$ cat src/rtl/assert_macros.svh
// Assertion macros for the RTL modules.
// No dependencies; compiled out when SYNTHESIS is defined.
`ifndef ASSERT_MACROS_SVH
`define ASSERT_MACROS_SVH
`ifndef SYNTHESIS
`define ASSERT_CLK(label, clk, rst_n, prop) \
    label: assert property (@(posedge clk) disable iff (!rst_n) prop) \
        else $error("assertion failed");
`define ASSERT_CLK_ALWAYS(label, clk, prop) \
    label: assert property (@(posedge clk) prop) \
        else $error("assertion failed");
`else
`define ASSERT_CLK(label, clk, rst_n, prop)
`define ASSERT_CLK_ALWAYS(label, clk, prop)
`endif
`endif

$ cat src/rtl/dae_pkg.sv
// Types, constants and helper functions for the dynamic array element remover.
// No dependencies.
package dae_pkg;

    localparam int CNT_W   = 16;
    localparam int TGT_W   = 16;
    localparam int BYTE_W  = 8;
    localparam int CFG_IDX_W  = 3;
    localparam int CFG_DATA_W = 16;

    localparam logic [CNT_W-1:0] CNT_ONE = CNT_W'(1);
    localparam logic [CNT_W-1:0] CNT_MAX = '1;

    localparam logic [BYTE_W-1:0] FIELD_MARK_RST    = 8'd30;
    localparam logic [BYTE_W-1:0] VALUE_MARK_RST    = 8'd29;
    localparam logic [BYTE_W-1:0] SUBVALUE_MARK_RST = 8'd28;

    localparam logic [CFG_IDX_W-1:0] CFG_TARGET_FIELD    = 3'd0;
    localparam logic [CFG_IDX_W-1:0] CFG_TARGET_VALUE    = 3'd1;
    localparam logic [CFG_IDX_W-1:0] CFG_TARGET_SUBVALUE = 3'd2;
    localparam logic [CFG_IDX_W-1:0] CFG_FIELD_MARK      = 3'd3;
    localparam logic [CFG_IDX_W-1:0] CFG_VALUE_MARK      = 3'd4;
    localparam logic [CFG_IDX_W-1:0] CFG_SUBVALUE_MARK   = 3'd5;

    typedef struct packed {
        logic signed [TGT_W-1:0] target_field;
        logic signed [TGT_W-1:0] target_value;
        logic signed [TGT_W-1:0] target_subvalue;
        logic [BYTE_W-1:0]       field_mark;
        logic [BYTE_W-1:0]       value_mark;
        logic [BYTE_W-1:0]       subvalue_mark;
    } t_cfg;

    // at most one bit set; field outranks value outranks subvalue
    typedef struct packed {
        logic field;
        logic value;
        logic subvalue;
    } t_byte_class;

    typedef struct packed {
        logic [CNT_W-1:0] field_count;
        logic [CNT_W-1:0] value_count;
        logic [CNT_W-1:0] subvalue_count;
    } t_counts;

    // removal test at one level, target t >= 1
    function automatic logic level_drop(input logic [CNT_W-1:0] cnt,
                                        input logic [TGT_W-1:0] t,
                                        input logic is_delim);
        logic [TGT_W-1:0] t_m1;
        t_m1 = t - TGT_W'(1);
        if (is_delim) begin
            return ((t != TGT_W'(1)) && (cnt == t_m1)) ||
                   ((t == TGT_W'(1)) && (cnt == CNT_ONE));
        end
        return cnt == t;
    endfunction

endpackage

$ cat src/rtl/dae_cfg.sv
// Configuration register file: targets and delimiter codes.
// Depends on dae_pkg.
module dae_cfg (
    input  logic                            i_clk,
    input  logic                            i_rst_n,
    input  logic                            i_wr_en,
    input  logic [dae_pkg::CFG_IDX_W-1:0]   i_wr_index,
    input  logic [dae_pkg::CFG_DATA_W-1:0]  i_wr_data,
    output dae_pkg::t_cfg                   o_cfg
);
    dae_pkg::t_cfg r_cfg;

    always_ff @(posedge i_clk) begin
        if (!i_rst_n) begin
            r_cfg.target_field    <= '0;
            r_cfg.target_value    <= '0;
            r_cfg.target_subvalue <= '0;
            r_cfg.field_mark      <= dae_pkg::FIELD_MARK_RST;
            r_cfg.value_mark      <= dae_pkg::VALUE_MARK_RST;
            r_cfg.subvalue_mark   <= dae_pkg::SUBVALUE_MARK_RST;
        end else if (i_wr_en) begin
            unique case (i_wr_index)
                dae_pkg::CFG_TARGET_FIELD:    r_cfg.target_field    <= i_wr_data;
                dae_pkg::CFG_TARGET_VALUE:    r_cfg.target_value    <= i_wr_data;
                dae_pkg::CFG_TARGET_SUBVALUE: r_cfg.target_subvalue <= i_wr_data;
                dae_pkg::CFG_FIELD_MARK:      r_cfg.field_mark      <= i_wr_data[7:0];
                dae_pkg::CFG_VALUE_MARK:      r_cfg.value_mark      <= i_wr_data[7:0];
                dae_pkg::CFG_SUBVALUE_MARK:   r_cfg.subvalue_mark   <= i_wr_data[7:0];
                default: ;
            endcase
        end
    end

    assign o_cfg = r_cfg;
endmodule

$ cat src/rtl/dae_decide.sv
// Per-byte decision: delimiter class and keep/remove flag.
// Depends on dae_pkg.
module dae_decide (
    input  logic [dae_pkg::BYTE_W-1:0] i_byte,
    input  dae_pkg::t_cfg              i_cfg,
    input  dae_pkg::t_counts           i_counts,
    output dae_pkg::t_byte_class       o_class,
    output logic                       o_keep
);
    logic                      is_fm, is_vm, is_sm;
    logic                      all_zero, any_neg;
    logic [dae_pkg::TGT_W-1:0] f, v, s, fe, ve;
    logic                      drop;

    always_comb begin
        f = i_cfg.target_field;
        v = i_cfg.target_value;
        s = i_cfg.target_subvalue;
        is_fm = (i_byte == i_cfg.field_mark);
        is_vm = !is_fm && (i_byte == i_cfg.value_mark);
        is_sm = !is_fm && !is_vm && (i_byte == i_cfg.subvalue_mark);
        all_zero = (f == '0) && (v == '0) && (s == '0);
        any_neg  = f[dae_pkg::TGT_W-1] | v[dae_pkg::TGT_W-1] | s[dae_pkg::TGT_W-1];
        fe = (f == '0) ? dae_pkg::TGT_W'(1) : f;
        ve = (v == '0) ? dae_pkg::TGT_W'(1) : v;
        drop = 1'b0;
        priority if (all_zero) begin
            drop = 1'b1;
        end else if (any_neg) begin
            drop = 1'b0;
        end else if ((v == '0) && (s == '0)) begin
            drop = dae_pkg::level_drop(i_counts.field_count, f, is_fm);
        end else if ((i_counts.field_count == fe) && !is_fm) begin
            if (s == '0) begin
                drop = dae_pkg::level_drop(i_counts.value_count, v, is_vm);
            end else if ((i_counts.value_count == ve) && !is_vm) begin
                drop = dae_pkg::level_drop(i_counts.subvalue_count, s, is_sm);
            end
        end else begin
            drop = 1'b0;
        end
        o_class.field    = is_fm;
        o_class.value    = is_vm;
        o_class.subvalue = is_sm;
        o_keep = !drop;
    end
endmodule

$ cat src/rtl/dae_counters.sv
// Field, value and subvalue position counters, saturating, reset by last byte.
// Depends on dae_pkg and assert_macros.svh.
`include "assert_macros.svh"
module dae_counters (
    input  logic                 i_clk,
    input  logic                 i_rst_n,
    input  logic                 i_adv,
    input  dae_pkg::t_byte_class i_class,
    input  logic                 i_last,
    output dae_pkg::t_counts     o_counts
);
    dae_pkg::t_counts r_cnt, n_cnt;

    function automatic logic [dae_pkg::CNT_W-1:0] sat_inc(
            input logic [dae_pkg::CNT_W-1:0] c);
        return (c == dae_pkg::CNT_MAX) ? c : c + dae_pkg::CNT_W'(1);
    endfunction

    always_comb begin
        n_cnt = r_cnt;
        priority if (i_class.field) begin
            n_cnt.field_count    = sat_inc(r_cnt.field_count);
            n_cnt.value_count    = dae_pkg::CNT_ONE;
            n_cnt.subvalue_count = dae_pkg::CNT_ONE;
        end else if (i_class.value) begin
            n_cnt.value_count    = sat_inc(r_cnt.value_count);
            n_cnt.subvalue_count = dae_pkg::CNT_ONE;
        end else if (i_class.subvalue) begin
            n_cnt.subvalue_count = sat_inc(r_cnt.subvalue_count);
        end else begin
            n_cnt = r_cnt;
        end
        if (i_last) begin
            n_cnt.field_count    = dae_pkg::CNT_ONE;
            n_cnt.value_count    = dae_pkg::CNT_ONE;
            n_cnt.subvalue_count = dae_pkg::CNT_ONE;
        end
    end

    always_ff @(posedge i_clk) begin
        if (!i_rst_n) begin
            r_cnt.field_count    <= dae_pkg::CNT_ONE;
            r_cnt.value_count    <= dae_pkg::CNT_ONE;
            r_cnt.subvalue_count <= dae_pkg::CNT_ONE;
        end else if (i_adv) begin
            r_cnt <= n_cnt;
        end
    end

    assign o_counts = r_cnt;

    `ASSERT_CLK(a_last_restarts, i_clk, i_rst_n, (i_adv && i_last) |=> (r_cnt.field_count == dae_pkg::CNT_ONE && r_cnt.value_count == dae_pkg::CNT_ONE && r_cnt.subvalue_count == dae_pkg::CNT_ONE))
    `ASSERT_CLK(a_never_zero, i_clk, i_rst_n, (r_cnt.field_count != '0) && (r_cnt.value_count != '0) && (r_cnt.subvalue_count != '0))
    `ASSERT_CLK(a_field_clears_lower, i_clk, i_rst_n, (i_adv && i_class.field) |=> (r_cnt.value_count == dae_pkg::CNT_ONE && r_cnt.subvalue_count == dae_pkg::CNT_ONE))
    `ASSERT_CLK(a_data_holds, i_clk, i_rst_n, (!i_adv || (!i_last && !i_class.field && !i_class.value && !i_class.subvalue)) |=> $stable(r_cnt))
endmodule

$ cat src/rtl/dynamic_array_element_remover.sv
// Dynamic array element remover, top level: input register, decision, result register.
// Bytes pass input register, single decision stage, result register in that order.
// One byte accepted per cycle while the result side does not stall.
// Reset (synchronous, active low) clears valids, counters to 1, targets 0, marks 30/29/28.
// Depends on dae_pkg, dae_cfg, dae_decide, dae_counters.
module dynamic_array_element_remover (
    input  logic        i_clk,
    input  logic        i_rst_n,
    input  logic        i_s_axis_tvalid,
    output logic        o_s_axis_tready,
    input  logic [7:0]  i_s_axis_tdata,   // [7:0] data_byte
    input  logic        i_s_axis_tlast,   // last_byte
    output logic        o_m_axis_tvalid,
    input  logic        i_m_axis_tready,
    output logic [7:0]  o_m_axis_tdata,   // [7:0] out_byte
    output logic        o_m_axis_tuser,   // [0] keep
    output logic        o_m_axis_tlast,   // out_last
    input  logic        i_cfg_valid,
    output logic        o_cfg_ready,
    input  logic [2:0]  i_cfg_index,
    input  logic [15:0] i_cfg_data
);
    dae_pkg::t_cfg        cfg;
    dae_pkg::t_counts     counts;
    dae_pkg::t_byte_class cls;
    logic                 keep;
    logic                 adv;

    logic       r_in_valid;
    logic [7:0] r_in_byte;
    logic       r_in_last;
    logic       r_out_valid;
    logic [7:0] r_out_byte;
    logic       r_out_keep;
    logic       r_out_last;

    assign o_cfg_ready = 1'b1;

    dae_cfg u_cfg (
        .i_clk      (i_clk),
        .i_rst_n    (i_rst_n),
        .i_wr_en    (i_cfg_valid),
        .i_wr_index (i_cfg_index),
        .i_wr_data  (i_cfg_data),
        .o_cfg      (cfg)
    );

    // item moves from input register to result register
    assign adv = r_in_valid && (!r_out_valid || i_m_axis_tready);
    assign o_s_axis_tready = !r_in_valid || adv;

    always_ff @(posedge i_clk) begin
        if (!i_rst_n) begin
            r_in_valid <= 1'b0;
        end else if (o_s_axis_tready) begin
            r_in_valid <= i_s_axis_tvalid;
        end
    end

    always_ff @(posedge i_clk) begin
        if (o_s_axis_tready && i_s_axis_tvalid) begin
            r_in_byte <= i_s_axis_tdata;
            r_in_last <= i_s_axis_tlast;
        end
    end

    dae_decide u_decide (
        .i_byte   (r_in_byte),
        .i_cfg    (cfg),
        .i_counts (counts),
        .o_class  (cls),
        .o_keep   (keep)
    );

    dae_counters u_counters (
        .i_clk    (i_clk),
        .i_rst_n  (i_rst_n),
        .i_adv    (adv),
        .i_class  (cls),
        .i_last   (r_in_last),
        .o_counts (counts)
    );

    always_ff @(posedge i_clk) begin
        if (!i_rst_n) begin
            r_out_valid <= 1'b0;
        end else if (adv) begin
            r_out_valid <= 1'b1;
        end else if (i_m_axis_tready) begin
            r_out_valid <= 1'b0;
        end
    end

    always_ff @(posedge i_clk) begin
        if (adv) begin
            r_out_byte <= r_in_byte;
            r_out_keep <= keep;
            r_out_last <= r_in_last;
        end
    end

    assign o_m_axis_tvalid = r_out_valid;
    assign o_m_axis_tdata  = r_out_byte;
    assign o_m_axis_tuser  = r_out_keep;
    assign o_m_axis_tlast  = r_out_last;
endmodule

$ cat config.mk
export PLATFORM = sky130hd
export DESIGN_NAME = dynamic_array_element_remover
export DESIGN_NICKNAME = d
export VERILOG_FILES = /design/src/rtl/dae_pkg.sv /design/src/rtl/dae_cfg.sv /design/src/rtl/dae_decide.sv /design/src/rtl/dae_counters.sv /design/src/rtl/dynamic_array_element_remover.sv
export VERILOG_INCLUDE_DIRS = /design/src /design/src/rtl
export SDC_FILE = /design/constraint.sdc
export NUM_CORES = 1
export LEC_CHECK = 0
export BUFFER_PORTS_ARGS = -buffer_cell sky130_fd_sc_hd__buf_2
export CORE_ASPECT_RATIO = 0.5
export CORE_MARGIN = 2
export CORE_UTILIZATION = 60
export CTS_CLUSTER_DIAMETER = 200
export DETAILED_ROUTE_END_ITERATION = 6
export GPL_ROUTABILITY_DRIVEN = 0
export PLACE_DENSITY = 0.78
export SETUP_SLACK_MARGIN = 0.15
export SLEW_MARGIN = 20
export SYNTH_ARGS = -nofsm -noshare
export SYNTH_HDL_FRONTEND = slang
export SYNTH_HIERARCHICAL = 1
export SYNTH_SLANG_ARGS = --single-unit
$ cat constraint.sdc
create_clock -name i_clk -period 3.95 [get_ports i_clk]
set_clock_uncertainty 0.2 [all_clocks]
set_input_delay 0.79 -clock i_clk [delete_from_list [all_inputs] [get_ports i_clk]]
set_output_delay 0.79 -clock i_clk [all_outputs]
set_load 0.005 [all_outputs]
---- Word level (Yosys, flattened, before mapping) ----
Index checks and enable logic that the tools add are counted.
W data, S select, Z words.
word-level totals
  register bits after elaboration ......... 141
  latch bits .............................. 0
  bits in writable memories ............... 0
  memory bits (read-only) ................. 0
  input bits .............................. 33
  word-level logic and storage cells ...... 138
  memories ................................ 0
operators by class
  add/subtract/negate cells ............... 6
  multiply operators ...................... 0
  div/mod/pow operators ................... 0
  order comparisons ....................... 0
  equal/unequal tests ..................... 31
  shifts and indexed selects .............. 0
  mux-type cells .......................... 40
  bitwise logic cells ..................... 2
  reduce and logical (&&, ||, !) cells .... 43
operator list
  kind                     count
  $eq A16 B16 Y1           8
  $eq A16 B1 Y1 const B    6
  $mux W16                 6
  $mux W48                 2
  $add A16 B1 Y16 const B  3
  $eq A16 B16 Y1 const B   3
  $logic_not A16 Y1        3
  $ne A16 B1 Y1 const B    3
  $sub A16 B1 Y16 const B  3
  $mux W32                 1
  $mux W1                  31
  $eq A8 B8 Y1             3
  $logic_and A1 B1 Y1      16
  $reduce_and A2 Y1        6
  $reduce_and A3 Y1        3
  $eq A3 B2 Y1 const B     2
  $eq A3 B3 Y1 const B     2
  $logic_not A1 Y1         5
  $logic_or A1 B1 Y1       5
  $ne A4 B4 Y1 const B     1
  $reduce_bool A2 Y1       2
  $reduce_bool A4 Y1       1
  $eq A3 B1 Y1 const B     1
  $logic_not A3 Y1         1
  4 further kinds          5

---- Longest topological paths before layout ----
Gate-level depths: netlist of run 1.
  word-level depth ........................ 21
  depth in mapped cells ................... 12
  depth with buffers taken out ............ 10

---- Cells and area by module ----
The synthesis of run 1 kept the hierarchy.
modules (own cells, without submodules)
  module                         times used  cells an instance  area an instance (µm²)
  dae_cfg                        1           263                2718.9
  dae_decide                     1           398                2668.8
  dae_counters                   1           306                2481.1
  dynamic_array_element_remover  1           30                 685.7

---- Least setup slack after synthesis of run 1 ----
Ideal clock, no wire load.
  path kind ............................... input to register
  start ................................... in i_m_axis_tready
  end ..................................... reg u_counters.r_cnt, in the netlist u_counters/o_counts[12]
  arrival time ............................ 2590 ps
  required time ........................... 3622 ps
  path slack .............................. 1032 ps
  stages .................................. 8
  path through ............................ nor2b_4 > nor2b_1 > and2_1 > clkbuf_1 > o21ai_0 > a211oi_1 > xnor2_1 > nor2_1
on the way
  longest elaborated chain between the ends .. 3
RTL lines
  item                         line                                 RTL
  from (decl)                  dynamic_array_element_remover.sv:14  input logic i_m_axis_tready,
  $logic_or A1 B1 Y1           dynamic_array_element_remover.sv:49  assign adv = r_in_valid && (!r_out_valid || i_m_axis_tready);
  $logic_and A1 B1 Y1          dynamic_array_element_remover.sv:49
  named net adv                dynamic_array_element_remover.sv:27  logic adv;
  $reduce_and A3 Y1 (no line)  --
  to (signal assigned)         dae_counters.sv:46                   r_cnt <= n_cnt;
  to (decl)                    dae_counters.sv:12                   dae_pkg::t_counts r_cnt, n_cnt;
The timed path passes the listed nets, and every way through them passes these cells.
A chain may end at the register's enable or synchronous reset.

---- Worst setup path in the final report of run 1 ----
  start ................................... reg u_cfg.r_cfg, in the netlist u_cfg/o_cfg[41]
  end ..................................... reg r_out_keep, in the netlist o_m_axis_tuser, data pin
on the way
  longest elaborated chain between the ends .. 12
RTL lines
  item                  line                                 RTL
  from (decl)           dae_cfg.sv:11                        dae_pkg::t_cfg r_cfg;
  $sub A16 B1 Y16       dae_pkg.sv:52                        t_m1 = t - TGT_W'(1);
  $eq A16 B16 Y1        dae_pkg.sv:54                        return ((t != TGT_W'(1)) && (cnt == t_m1)) ||
  $logic_and A1 B1 Y1   dae_pkg.sv:54
  $logic_or A1 B1 Y1    dae_pkg.sv:54
  $mux W1               dae_pkg.sv:53                        if (is_delim) begin
  $mux W1               dae_pkg.sv:57                        return cnt == t;
  $mux W1               dae_decide.sv:34                     if (s == '0) begin
  $mux W1               dae_decide.sv:33                     end else if ((i_counts.field_count == fe) && !is_fm) begin
  $mux W1               dae_decide.sv:31                     end else if ((v == '0) && (s == '0)) begin
  $mux W1               dae_decide.sv:29                     end else if (any_neg) begin
  $mux W1 (*)           dae_decide.sv:27                     priority if (all_zero) begin
  $logic_not A1 Y1 (*)  dae_decide.sv:45                     o_keep = !drop;
  named net keep        dynamic_array_element_remover.sv:26  logic keep;
  to (signal assigned)  dynamic_array_element_remover.sv:97  r_out_keep <= keep;
  to (decl)             dynamic_array_element_remover.sv:34  logic r_out_keep;
Mark *: on every way through the listed nets, which the timed path passes. The rest lies on a longest branch. The select of a mux whose other input is x is not followed.

==> reports/qor.csv, run 1 <==
metric,value,unit
RSZ-0062 raised after global routing,false,
slew margin rel.,0.378,
DP HPWL,16400,um
core area,0.0137,mm2
DRC,1,
most instantiated library cell after synthesis,nand2_1,
largest net degree at the start of global routing,97,
top post-synthesis cells by area,"dfxtp_1, mux2i_1, edfxtp_1",
final setup violation count,0,
Tot GR Track Use,0.305,
fin crit period,3.24,ns
CTS Hold Buffers Added,0,
worst slew pin tran,0.932,ns
syn nets,1041,
DR pass1 iterations,7,
yosys warns,6,
post-synth top area cell,dfxtp_1,
CP endpoint kind,flip-flop,
First DRT Iteration DRCs,1057,
Power Density,367,mW/mm2
Fmax achieved,0.309,GHz
WL final,23000,um
cell area after layout,0.00952,mm2
via/cell ratio,6.44,
Synth top area share,0.286,
Die Y,88.4,um
final hold vios,0,
post-CTS setup buffer count,0,
n_diodes,0,
clk buf depth,2,
Setup TNS Final,0,ns
Final Util,0.693,
Reg2Reg Setup Slack,0.71,ns
status,"finished, violations left",
Num CTS Buffers,17,
max cap viols,0,
"FFs w/ async S/R, synth",0,
Crit Path Max Fanout,7,
num rows,30,
Clock Tree Root,clkbuf_16,
"Slew Viols, Final",0,
Peak VDD IR,271,uV
synth unique cells,79,
worst min path class,flip-flop to flip-flop,
clock sink count,141,
critical path class,flip-flop to flip-flop,
CTS H-Tree Depth,4,
CTS tree,yes,
full die area,0.0153,mm2
Worst EP required,4.02,ns
die width,173,um
nets,1074,
Synth Register Bits,141,
post-synthesis cell count,997,
Commonest cells post-synth,"nand2_1, dfxtp_1, mux2i_1",
routed vias,7957,
Port Buffer Count,44,
top_reg_cell synth,dfxtp_1,
failing checks,design-rule violations,
Final period util,0.819,
DP Area,0.00890,mm2
area grow syn2layout,11.3,%
startpoint types,flip-flop,
DRT antenna net count,0,
# resized after CTS,0,
sequential share of the synthesized area,0.352,
IO Pins,46,
initial antenna violation count,0,
total congestion overflow,0,
first-pass GRT wire length,37200,um
"Clk pin slew, worst setup/hold paths",0.07,ns
Post-synth EDFFs,19,
Syn Area/Cell,8.58,um2
Skew-Pair Late Insertion Delay,0.43,ns
Routed WL per cell,18.6,um
Synth Cell Area,0.00855,mm2
Starting Density,0.623,
Arrival @ worst endpoint,3.31,ns
share of layout cells above drive strength 1,0.0959,
vias in the first global route,7328,
leakage,3.76,nW
[cell type report]
class	count	area (um2)
clock buffers	17	425
clock inverters	15	195
fillers	1094	4220
inverters	41	154
multi-input cells	778	5210
flip-flops and latches	141	3010
well taps	192	240
repair buffers	51	285
[cells by family after synthesis]
| logic type | after synthesis | share of synthesized area |
|---|---|---|
| XOR/XNOR | 110 | 0.113 |
| buffers and inverters | 78 | 0.0405 |
| adder cells (fa/ha/maj) | 11 | 0.0161 |
| other | 1 | 0.000438 |
| multiplexers | 77 | 0.0902 |
| AND/OR/NAND/NOR | 426 | 0.269 |
| AO/OA/AOI/OAI | 153 | 0.119 |
| flip-flops | 141 | 0.352 |
[layer usage]
metal	routed length (um)	track usage	part of all wire
met5	0	0	0
met4	510	0.119	0.022
met3	2130	0.0657	0.093
met2	10300	0.503	0.45
met1	10000	0.399	0.44
[critical path, cell delays in order (launching register included)]
cell	delay, ns
dfxtp_1	0.35
inv_1	0.16
ha_1	0.20
nor3b_1	0.73
nand3_1	0.30
mux2_2	0.29
o21ai_0	0.11
a21o_1	0.20
a41o_1	0.21
o2bb2ai_1	0.14
a32oi_1	0.19
[layout by cell type, fill, tap and decap left out, drive strengths merged, types with 8 or more instances in the layout]
master,instances
dfxtp,122
ha,11
inv,48
nor2b,23
mux2i,76
clkbuf,17
nand2b,8
nor4,31
nand4,35
nor3,25
or3,16
nor2,58
xor2,48
xnor2,62
a21oi,34
edfxtp,19
nand2,126
or4,15
nand3,34
buf,51
a31oi,12
o21ai,37
[per-stage QoR]
stage                     setup slack (ns)  std cells  hold WS [ns]  power [mW]
final                                0.715       1235         0.285        3.50
after detailed placement             0.824       1203         0.272        1.89
after global routing                 0.498       1235         0.295        3.61
after global placement               0.903       1203         0.258        1.88
after CTS                            0.766       1235         0.282        3.50
after floorplan                       1.03        997         0.237        1.79
[flip-flops by register name, summed over array words and instances, names as in the netlist]
| register | flops |
|---|---|
| o_m_axis_tdata | 8 |
| o_m_axis_tlast | 1 |
| o_m_axis_tuser | 1 |
| o_m_axis_tvalid | 1 |
| r_in_byte | 8 |
| r_in_last | 1 |
| r_in_valid | 1 |
| u_cfg/o_cfg | 72 |
| u_counters/o_counts | 48 |
[worst paths after layout]
| check | cells past startpoint | startpoint | to |
|---|---|---|---|
| worst max register to register | 10 | u_cfg/o_cfg[41] | o_m_axis_tuser |
| worst min register to register | 2 | u_cfg/o_cfg[15] | u_cfg/o_cfg[15] |
| worst max-delay path | 10 | u_cfg/o_cfg[41] | o_m_axis_tuser |
| worst min-delay path | 2 | u_cfg/o_cfg[15] | u_cfg/o_cfg[15] |
[power breakdown]
group | internal [mW] | switching (mW) | total, mW
logic | 0.146 | 0.207 | 0.353
registers | 1.48 | 0.0386 | 1.52
clock network | 0.864 | 0.756 | 1.62
total | 2.49 | 1.00 | 3.50
(Power assumes the default switching activity.)
==> run 2: changes to the inputs <==
- clock period: 3.95 -> 3.05 ns (I/O delays scaled with it)
==> reports/qor.csv, run 2 (synthesis gave the netlist of run 1 again) <==
metric,value,unit,change
CP max stage cell,or4_4,,
Routed WL per cell,19.1,um,+2.3%
Final period util,0.971,,+0.152
CP endpoint kind,flip-flop,,
Setup TNS Final,0,ns,unchanged
full die area,0.0153,mm2,unchanged
final hold vios,0,,unchanged
net switching power,1.23,mW,+23%
share of layout cells above drive strength 1,0.146,,+0.0496
die width,173,um,unchanged
max FFs per register,72,,unchanged
CTS Hold Buffers Added,0,,unchanged
slew margin rel.,0.427,,+0.0483
P_int,3.41,mW,+37%
Worst Setup SP,u_cfg/o_cfg[29],,
Die Y,88.4,um,unchanged
first-pass GRT wire length,38600,um,+3.7%
Crit Path Max Fanout,2,,-5
r2r startpoint,u_cfg/o_cfg[29],,
n_diodes,0,,unchanged
total congestion overflow,0,,unchanged
"most common cell after layout, fill and taps aside",nand2_1,,
Num CTS Buffers,17,,unchanged
fillers,1011,,-7.6%
Peak VDD IR,448,uV,+65%
Starting Density,0.623,,unchanged
crit-path cells,or4_4 > or2_4 > or4b_4 > xor2_1 > nand4_1 > o31a_1 > o2bb2ai_2 > a32oi_1,,
max cap viols,0,,unchanged
Skew-Pair Late Insertion Delay,0.43,ns,about the same
core area,0.0137,mm2,unchanged
clk buf depth,2,,unchanged
initial antenna violation count,0,,unchanged
clock sink count,141,,unchanged
largest net degree at the start of global routing,50,,-48%
startpoint types,flip-flop,,
nets,1110,,+3.4%
First DRT Iteration DRCs,981,,-7.2%
"Slew Viols, Final",0,,unchanged
via/cell ratio,6.30,,-2.3%
Worst Min Path Start,i_s_axis_tdata[0],,
sequential share of power,0.423,,-0.012
num rows,30,,unchanged
CP peak stage delay,0.53,ns,-0.20 ns
"Power, Total",4.65,mW,+33%
Port Buffer Count,44,,unchanged
DP HPWL,17000,um,+3.2%
IO Pins,46,,unchanged
Power Density,470,mW/mm2,+28%
worst min path class,input port to flip-flop,,
Tot GR Track Use,0.320,,+0.0150
Clock Tree Root,clkbuf_16,,
DRC,1,,unchanged
switching portion of total power,0.266,,-0.0210
worst slew pin tran,0.860,ns,-0.0724 ns
Fmax achieved,0.338,GHz,+9.3%
critical path class,flip-flop to flip-flop,,
fin crit period,2.96,ns,-0.274 ns
Worst EP required,3.02,ns,-1.00 ns
DR pass1 iterations,7,,unchanged
WL final,24200,um,+5.3%
status,"finished, violations left",,
failing checks,design-rule violations,,
routed vias,8004,,+0.59%
leakage,3.97,nW,+5.5%
clock group share of total power,0.466,,+0.002
Comb power frac,0.111,,+0.010
CTS H-Tree Depth,4,,unchanged
Arrival @ worst endpoint,2.93,ns,-0.38 ns
final setup violation count,0,,unchanged
DRT antenna net count,0,,unchanged
vias in the first global route,7629,,+4.1%
area grow syn2layout,15.5,%,
"Clk pin slew, worst setup/hold paths",0.07,ns,about the same
RSZ-0062 raised after global routing,true,,
CTS tree,yes,,
most frequent cells in the layout,"nand2_1, dfxtp_1, mux2i_1",,
## run 2: cell count changes in the layout (fill, tap and decap cells not counted), sizes merged
cell	change
bufinv	+2
buf	+36
clkinvlp	-1
clkinv	-3
clkbuf	+2
## run 2: layer usage
metal  share of wire  vias up  track usage
met2            0.45      437        0.543
met3           0.099       56       0.0915
met4           0.019        0        0.100
met1            0.43     3745        0.402
met5               0        -            0
li1                -     3766            -
## run 2: what timing repair did
action,in CTS,in global routing
gates resized for setup,5,18
endpoints found under the setup margin,18,19
buffers inserted,2,3
pin swaps,6,0
## run 2: worst paths after layout
path	to	slack, ns	cells past startpoint
max reg2reg	o_m_axis_tuser	0.09	8
min	r_in_byte[0]	0.16	1
min reg2reg	u_cfg/o_cfg[0]	0.28	2
max	o_m_axis_tuser	0.09	8
## run 2: worst max-delay path, delay by kind of cell, from the launching register on
family           cells  cell delay (ns)
AO/OA/AOI/OAI        3             0.60
AND/OR/NAND/NOR      4             1.43
XOR/XNOR             1             0.17
flip-flops           1             0.32
## run 2: metrics by stage
stage               hold slack, ns  cells  area [um2]  setup slack [ns]   util
finish                       0.159   1271        9880            0.0892  0.719
global route                 0.142   1271        9880            0.0149  0.719
CTS                          0.150   1268        9770             0.129  0.711
detailed placement           0.271   1234        9140            0.0197  0.665
global placement             0.261   1234        9140            0.0838  0.665
floorplan                    0.237    997        8550             0.256      -
## run 2: final cells by class
class	count	area, um2	area share
inverter	41	154	0.0156
tap	192	240	0.0243
timing repair buffer	87	556	0.0562
sequential	141	3010	0.305
multi-input combinational	778	5320	0.538
clock inverter	13	151	0.0153
clock buffer	19	453	0.0458
## run 2: power groups by stage
| stage | Clock, mW | Combinational (mW) | Sequential (mW) |
|---|---|---|---|
| global route | 2.26 | 0.552 | 1.97 |
| detailed placement | 0 | 0.470 | 2.00 |
| finish | 2.17 | 0.515 | 1.96 |
| global placement | 0 | 0.459 | 2.00 |
| CTS | 2.18 | 0.483 | 1.96 |
| floorplan | 0 | 0.322 | 2.00 |
